<file path="src/hw/rtl/gpb_pkg.sv">
// gpb_pkg: shared constants and types for the ground plane box estimator
// used by the front, back and top modules of the block; depends on nothing
package gpb_pkg;

	localparam int COORD_BITS_DEF = 12;
	localparam int OUT_FRAC_BITS_DEF = 16;

	localparam int CFG_IDX_BITS = 2;
	localparam int CFG_DATA_BITS = 20;

	localparam logic [CFG_IDX_BITS-1:0] REG_HALF_W = 2'd0;
	localparam logic [CFG_IDX_BITS-1:0] REG_HALF_H = 2'd1;
	localparam logic [CFG_IDX_BITS-1:0] REG_FOCAL = 2'd2;
	localparam logic [CFG_IDX_BITS-1:0] REG_CAM_H = 2'd3;

	localparam logic [10:0] HALF_W_RST = 11'd320;
	localparam logic [10:0] HALF_H_RST = 11'd240;
	localparam logic [19:0] FOCAL_RST = 20'd141890;
	localparam logic [17:0] CAM_H_RST = 18'd20972;

	// numerator magnitude width: 18 bit height times up to 31 bit multiplier
	localparam int NUM_BITS = 50;
	// denominator width: dy (16 magnitude bits) shifted left by up to 18
	localparam int DEN_BITS = 34;
	localparam int NUM_OUTS = 5;

	typedef enum logic [1:0] {
		DIV_IDLE,
		DIV_LOAD,
		DIV_RUN,
		DIV_DONE
	} div_state_t;

	function automatic logic [31:0] sat_round(input logic neg, input logic [NUM_BITS-1:0] q);
		logic [31:0] r;
		if (neg) begin
			if (q > NUM_BITS'(64'd2147483648)) r = 32'h8000_0000;
			else r = 32'(~q[31:0] + 32'd1);
		end else begin
			if (q > NUM_BITS'(64'd2147483647)) r = 32'h7FFF_FFFF;
			else r = q[31:0];
		end
		return r;
	endfunction

endpackage

</file>
<file path="src/hw/rtl/gpb_front.sv">
// gpb_front: accepts polygon points and tracks the bounding rows and columns
// emits one closed polygon per last point; depends on gpb_pkg
module gpb_front #(
	parameter int COORD_BITS = gpb_pkg::COORD_BITS_DEF
) (
	input  logic clk,
	input  logic arst_n,
	input  logic in_take,
	input  logic signed [COORD_BITS-1:0] point_x,
	input  logic signed [COORD_BITS-1:0] point_y,
	input  logic last_point,
	output logic close_pulse,
	output logic signed [COORD_BITS-1:0] min_x,
	output logic signed [COORD_BITS-1:0] max_x,
	output logic signed [COORD_BITS-1:0] min_y,
	output logic signed [COORD_BITS-1:0] max_y
);

	logic open_q;
	logic signed [COORD_BITS-1:0] min_x_q, max_x_q, min_y_q, max_y_q;
	logic signed [COORD_BITS-1:0] nmin_x, nmax_x, nmin_y, nmax_y;

	always_comb begin
		if (!open_q) begin
			nmin_x = point_x;
			nmax_x = point_x;
			nmin_y = point_y;
			nmax_y = point_y;
		end else begin
			nmin_x = (point_x < min_x_q) ? point_x : min_x_q;
			nmax_x = (point_x > max_x_q) ? point_x : max_x_q;
			nmin_y = (point_y < min_y_q) ? point_y : min_y_q;
			nmax_y = (point_y > max_y_q) ? point_y : max_y_q;
		end
	end

	always_ff @(posedge clk or negedge arst_n) begin
		if (!arst_n) begin
			open_q <= 1'b0;
			close_pulse <= 1'b0;
			min_x_q <= '0;
			max_x_q <= '0;
			min_y_q <= '0;
			max_y_q <= '0;
		end else begin
			close_pulse <= in_take && last_point;
			if (in_take) begin
				open_q <= !last_point;
				min_x_q <= nmin_x;
				max_x_q <= nmax_x;
				min_y_q <= nmin_y;
				max_y_q <= nmax_y;
			end
		end
	end

	assign min_x = min_x_q;
	assign max_x = max_x_q;
	assign min_y = min_y_q;
	assign max_y = max_y_q;

endmodule

</file>
<file path="src/hw/rtl/gpb_back.sv">
// gpb_back: shared restoring divider that turns one polygon box into five outputs
// one quotient bit per cycle; depends on gpb_pkg
module gpb_back #(
	parameter int COORD_BITS = gpb_pkg::COORD_BITS_DEF,
	parameter int OUT_FRAC_BITS = gpb_pkg::OUT_FRAC_BITS_DEF
) (
	input  logic clk,
	input  logic arst_n,
	input  logic job_valid,
	output logic job_ready,
	input  logic signed [COORD_BITS-1:0] min_x,
	input  logic signed [COORD_BITS-1:0] max_x,
	input  logic signed [COORD_BITS-1:0] min_y,
	input  logic signed [COORD_BITS-1:0] max_y,
	input  logic [10:0] half_w,
	input  logic [10:0] half_h,
	input  logic [19:0] focal,
	input  logic [17:0] cam_h,
	output logic res_valid,
	input  logic res_take,
	output logic res_status,
	output logic [31:0] res_w,
	output logic [31:0] res_h,
	output logic [31:0] res_fwd,
	output logic [31:0] res_left,
	output logic [31:0] res_up
);

	localparam int NB = gpb_pkg::NUM_BITS;
	localparam int DB = gpb_pkg::DEN_BITS;
	localparam int SH = 25 - OUT_FRAC_BITS;
	localparam int CNT_BITS = $clog2(NB + 1);

	gpb_pkg::div_state_t st_q, st_d;

	logic signed [16:0] dy_q, dx_q, dr_q, sx_q, sy_q;
	logic [19:0] focal_q;
	logic [17:0] cam_q;
	logic [2:0] out_idx_q;
	logic [CNT_BITS-1:0] cnt_q;
	logic [NB-1:0] num_q, quo_q;
	logic [DB:0] rem_q;
	logic [DB-1:0] den_q;
	logic neg_q;
	logic [31:0] outs_q [gpb_pkg::NUM_OUTS];
	logic status_q, valid_q;

	logic signed [31:0] mult;
	logic signed [50:0] prod;
	logic [NB-1:0] mag;
	logic [DB:0] trial;
	logic last_out;

	always_comb begin
		case (out_idx_q)
			3'd0: mult = 32'(dx_q) <<< 9;
			3'd1: mult = 32'(dr_q) <<< 9;
			3'd2: mult = (32'($signed({1'b0, focal_q})) <<< 1) + (32'(dx_q) <<< 8);
			3'd3: mult = -(32'(sx_q) <<< 8);
			default: mult = 32'(sy_q) <<< 8;
		endcase
		prod = 51'($signed({1'b0, cam_q})) * 51'(mult);
		mag = prod[50] ? NB'(-prod) : NB'(prod);
		trial = {rem_q[DB-1:0], num_q[NB-1]} - {1'b0, den_q};
		last_out = (out_idx_q == 3'(gpb_pkg::NUM_OUTS - 1));
	end

	always_comb begin
		st_d = st_q;
		case (st_q)
			gpb_pkg::DIV_IDLE: if (job_valid && !valid_q) begin
				st_d = gpb_pkg::DIV_LOAD;
			end
			gpb_pkg::DIV_LOAD: begin
				if (dy_q <= 0) st_d = gpb_pkg::DIV_DONE;
				else st_d = gpb_pkg::DIV_RUN;
			end
			gpb_pkg::DIV_RUN: begin
				if (cnt_q == CNT_BITS'(1)) st_d = last_out ? gpb_pkg::DIV_DONE : gpb_pkg::DIV_LOAD;
			end
			gpb_pkg::DIV_DONE: st_d = gpb_pkg::DIV_IDLE;
			default: st_d = gpb_pkg::DIV_IDLE;
		endcase
	end

	always_comb begin
		job_ready = (st_q == gpb_pkg::DIV_IDLE) && !valid_q;
	end

	always_ff @(posedge clk or negedge arst_n) begin
		if (!arst_n) begin
			st_q <= gpb_pkg::DIV_IDLE;
			valid_q <= 1'b0;
			out_idx_q <= '0;
			cnt_q <= '0;
		end else begin
			st_q <= st_d;
			if (res_take) valid_q <= 1'b0;
			case (st_q)
				gpb_pkg::DIV_IDLE: out_idx_q <= '0;
				gpb_pkg::DIV_LOAD: cnt_q <= CNT_BITS'(NB);
				gpb_pkg::DIV_RUN: begin
					cnt_q <= cnt_q - CNT_BITS'(1);
					if (cnt_q == CNT_BITS'(1)) out_idx_q <= out_idx_q + 3'd1;
				end
				gpb_pkg::DIV_DONE: valid_q <= 1'b1;
				default: ;
			endcase
		end
	end

	always_ff @(posedge clk) begin
		case (st_q)
			gpb_pkg::DIV_IDLE: if (job_valid && !valid_q) begin
				dy_q <= 17'(max_y) - 17'($signed({1'b0, half_h}));
				dx_q <= 17'(max_x) - 17'(min_x);
				dr_q <= 17'(max_y) - 17'(min_y);
				sx_q <= 17'(min_x) + 17'(max_x) - 17'($signed({1'b0, half_w, 1'b0}));
				sy_q <= 17'($signed({1'b0, half_h, 1'b0})) - 17'(min_y) - 17'(max_y);
				focal_q <= focal;
				cam_q <= cam_h;
			end
			gpb_pkg::DIV_LOAD: begin
				neg_q <= prod[50];
				den_q <= DB'(dy_q[15:0]) << SH;
				num_q <= mag + NB'((DB'(dy_q[15:0]) << SH) >> 1);
				rem_q <= '0;
				quo_q <= '0;
				status_q <= (dy_q <= 0);
			end
			gpb_pkg::DIV_RUN: begin
				num_q <= num_q << 1;
				if (!trial[DB]) begin
					rem_q <= trial;
					quo_q <= {quo_q[NB-2:0], 1'b1};
				end else begin
					rem_q <= {rem_q[DB-1:0], num_q[NB-1]};
					quo_q <= {quo_q[NB-2:0], 1'b0};
				end
				if (cnt_q == CNT_BITS'(1))
					outs_q[out_idx_q] <= gpb_pkg::sat_round(neg_q,
						!trial[DB] ? {quo_q[NB-2:0], 1'b1} : {quo_q[NB-2:0], 1'b0});
			end
			default: ;
		endcase
	end

	assign res_valid = valid_q;
	assign res_status = status_q;
	assign res_w = status_q ? '0 : outs_q[0];
	assign res_h = status_q ? '0 : outs_q[1];
	assign res_fwd = status_q ? '0 : outs_q[2];
	assign res_left = status_q ? '0 : outs_q[3];
	assign res_up = status_q ? '0 : outs_q[4];

endmodule

</file>
<file path="src/hw/rtl/ground_plane_box_from_polygon_unit.sv">
// ground_plane_box_from_polygon_unit: top level of the ground plane box estimator
// depends on gpb_pkg, gpb_front and gpb_back
// Points are taken one per cycle while full is low; the front tracks the bounding box
// and a two-entry queue holds closed polygons for the back, a shared restoring divider
// that produces five outputs at one quotient bit per cycle: a polygon that stands on
// the ground takes one division per output, one off the ground skips the divider.
// Points of the next polygon flow unless two closed polygons wait or one waits as one closes.
module ground_plane_box_from_polygon_unit #(
	parameter int COORD_BITS = gpb_pkg::COORD_BITS_DEF,
	parameter int OUT_FRAC_BITS = gpb_pkg::OUT_FRAC_BITS_DEF
) (
	input  logic clk,
	input  logic arst_n,
	input  logic push,
	output logic full,
	input  logic signed [COORD_BITS-1:0] point_x,
	input  logic signed [COORD_BITS-1:0] point_y,
	input  logic last_point,
	output logic empty,
	input  logic pop,
	output logic status,
	output logic signed [31:0] box_width,
	output logic signed [31:0] box_height,
	output logic signed [31:0] center_forward,
	output logic signed [31:0] center_left,
	output logic signed [31:0] center_up,
	input  logic cfg_we,
	input  logic [gpb_pkg::CFG_IDX_BITS-1:0] cfg_index,
	input  logic [gpb_pkg::CFG_DATA_BITS-1:0] cfg_data
);

	logic [10:0] half_w_q, half_h_q;
	logic [19:0] focal_q;
	logic [17:0] cam_h_q;
	logic close_pulse, job_ready, res_valid, in_take, pop_take;
	logic signed [COORD_BITS-1:0] fmin_x, fmax_x, fmin_y, fmax_y;
	logic signed [COORD_BITS-1:0] qx0 [2], qx1 [2], qy0 [2], qy1 [2];
	logic [1:0] qcnt_q;
	logic qrd_q, qwr_q;

	always_ff @(posedge clk or negedge arst_n) begin
		if (!arst_n) begin
			half_w_q <= gpb_pkg::HALF_W_RST;
			half_h_q <= gpb_pkg::HALF_H_RST;
			focal_q <= gpb_pkg::FOCAL_RST;
			cam_h_q <= gpb_pkg::CAM_H_RST;
		end else if (cfg_we) begin
			case (cfg_index)
				gpb_pkg::REG_HALF_W: half_w_q <= cfg_data[10:0];
				gpb_pkg::REG_HALF_H: half_h_q <= cfg_data[10:0];
				gpb_pkg::REG_FOCAL: focal_q <= cfg_data[19:0];
				gpb_pkg::REG_CAM_H: cam_h_q <= cfg_data[17:0];
				default: ;
			endcase
		end
	end

	// one slot is held back for a polygon that closes while the queue fills
	assign full = (qcnt_q != 2'd0) && !(qcnt_q == 2'd1 && !close_pulse);
	assign in_take = push && !full;

	gpb_front #(.COORD_BITS(COORD_BITS)) u_front (
		.clk(clk), .arst_n(arst_n), .in_take(in_take),
		.point_x(point_x), .point_y(point_y), .last_point(last_point),
		.close_pulse(close_pulse),
		.min_x(fmin_x), .max_x(fmax_x), .min_y(fmin_y), .max_y(fmax_y)
	);

	logic job_valid, deq;
	assign job_valid = qcnt_q != 2'd0;
	assign deq = job_valid && job_ready;

	always_ff @(posedge clk or negedge arst_n) begin
		if (!arst_n) begin
			qcnt_q <= '0;
			qrd_q <= 1'b0;
			qwr_q <= 1'b0;
		end else begin
			if (close_pulse) qwr_q <= !qwr_q;
			if (deq) qrd_q <= !qrd_q;
			qcnt_q <= qcnt_q + 2'(close_pulse) - 2'(deq);
		end
	end

	always_ff @(posedge clk) begin
		if (close_pulse) begin
			qx0[qwr_q] <= fmin_x;
			qx1[qwr_q] <= fmax_x;
			qy0[qwr_q] <= fmin_y;
			qy1[qwr_q] <= fmax_y;
		end
	end

	assign pop_take = pop && res_valid;

	gpb_back #(.COORD_BITS(COORD_BITS), .OUT_FRAC_BITS(OUT_FRAC_BITS)) u_back (
		.clk(clk), .arst_n(arst_n), .job_valid(job_valid), .job_ready(job_ready),
		.min_x(qx0[qrd_q]), .max_x(qx1[qrd_q]), .min_y(qy0[qrd_q]), .max_y(qy1[qrd_q]),
		.half_w(half_w_q), .half_h(half_h_q), .focal(focal_q), .cam_h(cam_h_q),
		.res_valid(res_valid), .res_take(pop_take), .res_status(status),
		.res_w(box_width), .res_h(box_height), .res_fwd(center_forward),
		.res_left(center_left), .res_up(center_up)
	);

	assign empty = !res_valid;

endmodule

</file>
<file path="config.mk">
export PLATFORM = sky130hd
export DESIGN_NAME = ground_plane_box_from_polygon_unit
export DESIGN_NICKNAME = d
export VERILOG_FILES = /design/src/hw/rtl/gpb_pkg.sv /design/src/hw/rtl/gpb_front.sv /design/src/hw/rtl/gpb_back.sv /design/src/hw/rtl/ground_plane_box_from_polygon_unit.sv
export SDC_FILE = /design/constraint.sdc
export NUM_CORES = 2
export LEC_CHECK = 0
export BUFFER_PORTS_ARGS = -buffer_cell sky130_fd_sc_hd__buf_4
export CORE_MARGIN = 8
export CORE_UTILIZATION = 56
export DETAILED_ROUTE_END_ITERATION = 16
export PLACE_DENSITY_LB_ADDON = 0.1
export SYNTH_ARGS = -nofsm -noshare
export SYNTH_HDL_FRONTEND = slang
export SYNTH_SLANG_ARGS = --single-unit
</file>
<file path="constraint.sdc">
create_clock -name clk -period 15.7 [get_ports clk]
set_input_delay 0.785 -clock clk [delete_from_list [all_inputs] [get_ports clk]]
set_output_delay 0.785 -clock clk [all_outputs]
set_load 0.02 [all_outputs]
</file>
==> results.py <==
metrics = {
    "setup_path": {
        "crit_slowest_cell": "fa_1",
        "startpoint_type": "flip-flop",
        "setup.worst_path.end_class": "flip-flop",
        "crit_path_start": "u_back.sx_q[0]$_DFFE_PP_",
        "cp_common_cell": "fa_1",
        "critical_path_class": "reg2reg",
        "r2r_cells": 53,
        "critPathRequiredTime_ns": 16.06,
        "worstPathArrival_ns": 14.99,
        "max_stage_delay_ns": 0.72,
        "r2r_end": "u_back.num_q[29]$_DFFE_PP_",
        "worstPathMaxFanout": 51,
        "r2r_slack_ns": 1.07,
        "timing.rr.start": "u_back.sx_q[0]$_DFFE_PP_",
        "endpoint": "u_back.num_q[29]$_DFFE_PP_",
    },
    "drt": {
        "vias_per_cell": 5.72,
        "via_count": 38878,
        "drc_errors": 0,
        "drtAntennaViolNets": 0,
        "drtPass1Iterations": 6,
        "drt-total-wl_um": 143000,
        "drtIter0Drc": 2861,
        "wl_per_cell_um": 21.1,
    },
    "global_route": {
        "busiest_layer": "met2",
        "grt_use_met1_pct": 37.0,
        "gr-total-overflow": 0,
        "grtUsageMet2_pct": 41.7,
        "grt_pass1_vias": 39247,
        "antenna_found_initial": 0,
        "grt_max_degree": 101,
        "grt_pass1_wl_um": 223000,
        "grt_use_total_pct": 26.1,
        "grt_use_met3_pct": 4.37,
    },
    "sta": {
        "fin_crit_ns": 14.63,
        "fmax_mhz": 68.3,
        "setup_tns_ns": 0,
        "clock-skew-final_ns": 0.0312,
        "worst_pin_slew_ns": 1.31,
        "rsz0062_at_grt": "no",
        "maxSlewViolCount": 0,
        "finalCritPeriodShare_pct": 93.2,
        "setup_viol": 0,
        "fin_ws_ns": 1.07,
        "maxSlewHeadroom_pct": 13.0,
        "hold_viol_final": 0,
    },
    "place": {
        "port_buffers": 214,
        "place.gp.congestion": 0.937,
        "dpl_cell_area_mm2": 0.0581,
        "pre_cts_slack_ns": 1.05,
        "hpwl_um": 108000,
    },
    "clocking": {
        "clk_pin_slew_ns": 0.06,
        "cts_buffer_depth": 3,
        "clock-root-buffer": "clkbuf_16",
        "clkLatencyLatePin_ns": 0.61,
        "htree_num_levels": 3,
        "cts_buffers": 69,
        "cts_hold_buffers": 0,
        "cts_tree": "done",
        "clock_sinks": 637,
    },
    "synthesis": {
        "synth-edff-count": 511,
        "yosys_warnings": 0,
        "ys_ff_latch": 637,
        "synth.distinct_cells": 131,
        "synth_area_per_cell_um2": 10.3,
        "ys_async_sr_fraction_pct": 19.8,
        "syn_area_mm2": 0.0552,
        "synth_top_area_share_pct": 27.8,
        "synthTopCellsByArea": "edfxtp_1 28%, fa_1 20%, ha_1 7.2%, inv_1 6.0%, dfrtp_1 4.8%",
        "synth_cells": 5353,
        "yosysTopAreaCell": "edfxtp_1",
        "ys_seq_area_share_pct": 33.5,
        "synth_top_flop_cell": "edfxtp_1",
        "synth_nets": 6284,
    },
    "hold_path": {
        "hold_path.class": "in2async",
    },
    "floorplan": {
        "die_h_um": 330,
        "die_w_um": 330,
        "initial_core_util_pct": 56.3,
        "pin_count": 215,
        "design.core.area_mm2": 0.0981,
        "dieArea_mm2": 0.109,
        "row_count": 115,
    },
    "cells_and_area": {
        "fin_area_mm2": 0.0604,
        "finalNetCount": 6394,
        "drive_above_1_share_pct": 11.5,
        "post-route-util_pct": 61.5,
        "diodes": 0,
        "layout-area-overhead-vs-synth_pct": 9.33,
    },
    "run": {
        "maxCapViolations": 0,
    },
    "outcome": {
        "status": "finished clean",
    },
}
[cell usage after synthesis (53+ instances only)]
cell type  number
nor2_1        211
a21o_1         79
nor2b_1       204
clkbuf_1      196
fa_1          561
inv_1         878
mux2_2        117
nor3_1         53
xnor2_1       125
and2_1        209
edfxtp_1      511
nand2_1       415
nand3_1        58
dfrtp_1       106
a21oi_1       267
ha_1          318
xor2_1         68
and3_1         95
o21ai_0       214
[layout make-up]
cell class / count / area, um2
clock buffers: 85 / 1850
inverters: 880 / 3300
repair buffers: 275 / 2070
fillers: 8161 / 37800
clock inverters: 36 / 444
flip-flops and latches: 637 / 18500
multi-input cells: 3600 / 32600
well taps: 1287 / 1610
[layout by cell type, fill, tap and decap left out, drive strengths merged, types with 12 or more instances in the layout]
cell type	count
a211oi	19
or3	26
and2	210
nand3	58
nor2	212
nand2b	32
clkinv	20
a221oi	15
a221o	12
dfrtp	106
nor3	55
a21oi	273
nand4	23
o22a	14
o31ai	27
inv	883
o21ai	225
a21boi	25
o21a	48
mux2	119
and3	96
a31oi	36
a21o	79
buf	275
xnor2	130
clkbuf	85
edfxtp	511
fa	561
mux2i	47
or2	17
nor4	34
o21bai	27
dfstp	20
o211ai	17
xor2	70
nand2	419
ha	318
nor2b	205
[critical path, delay by kind of cell, from the launching register on]
| kind | cells | cell delay, ns |
|---|---|---|
| compound gates | 24 | 4.86 |
| fa+ha+maj | 10 | 4.75 |
| simple gates | 6 | 1.53 |
| buf+inv | 8 | 1.50 |
| mux | 2 | 0.68 |
| xor+xnor | 3 | 0.58 |
| flops | 1 | 0.44 |
[metrics by stage]
step,hold WS (ns),cells
4_1_cts,0.121,6800
5_1_grt,0.146,6800
2_1_floorplan,0.419,5353
3_3_place_gp,0.424,6679
6_report,0.107,6800
3_5_place_dp,0.430,6679
[worst min path at each step]
stage / slack (ns) / from / to / depth (start not counted)
2_1_floorplan: 0.42 / cam_h_q[0]$_DFFE_PN0P_ / u_back.cam_q[0]$_DFFE_PP_ / 0
3_3_place_gp: 0.42 / cam_h_q[4]$_DFFE_PN0P_ / u_back.cam_q[4]$_DFFE_PP_ / 0
3_5_place_dp: 0.43 / cam_h_q[9]$_DFFE_PN0P_ / u_back.cam_q[9]$_DFFE_PP_ / 0
4_1_cts: 0.12 / arst_n / u_front.min_x[4]$_DFFE_PN0P_ / 1
5_1_grt: 0.15 / arst_n / u_front.min_x[4]$_DFFE_PN0P_ / 1
6_report: 0.11 / arst_n / u_front.max_x[2]$_DFFE_PN0P_ / 1
[flip-flops by register name, summed over array words and instances, names as in the netlist, 17 cells and up]
signal and flops:
cam_h_q 18, qx0 24, u_back.focal_q 20, qy0 24, u_back.sx_q 17, qy1 24, focal_q 20, u_back.num_q 49
qx1 24, u_back.rem_q 34, u_back.quo_q 49, u_back.outs_q 160, u_back.cam_q 18
[cell families (layout without fill, tap and decap cells)]
family,Yosys count,after routing,share of synthesized area [%]
compound gates,910,910,10.9
xor+xnor,200,200,3.27
mux,166,166,3.29
fa+ha+maj,879,879,27.5
flops,637,637,33.5
simple gates,1445,1445,13.8
buf+inv,1116,1276,7.70
[routing by layer]
layer / routed length [um] / vias up
met1: 63700 / 19336
met5: 0 / -
met2: 65100 / 1329
met3: 10500 / 244
met4: 3930 / 0
li1: - / 17969
[what timing repair did]
action                                  CTS  global route
resized for setup                         0             1
endpoints found under the setup margin    0             5
setup buffers                             0             0
hold endpoints to repair                  0             0
Power is left out: the tool's default activity adds up to more than one toggle a clock period on the data nets, which glitch-free logic cannot reach.
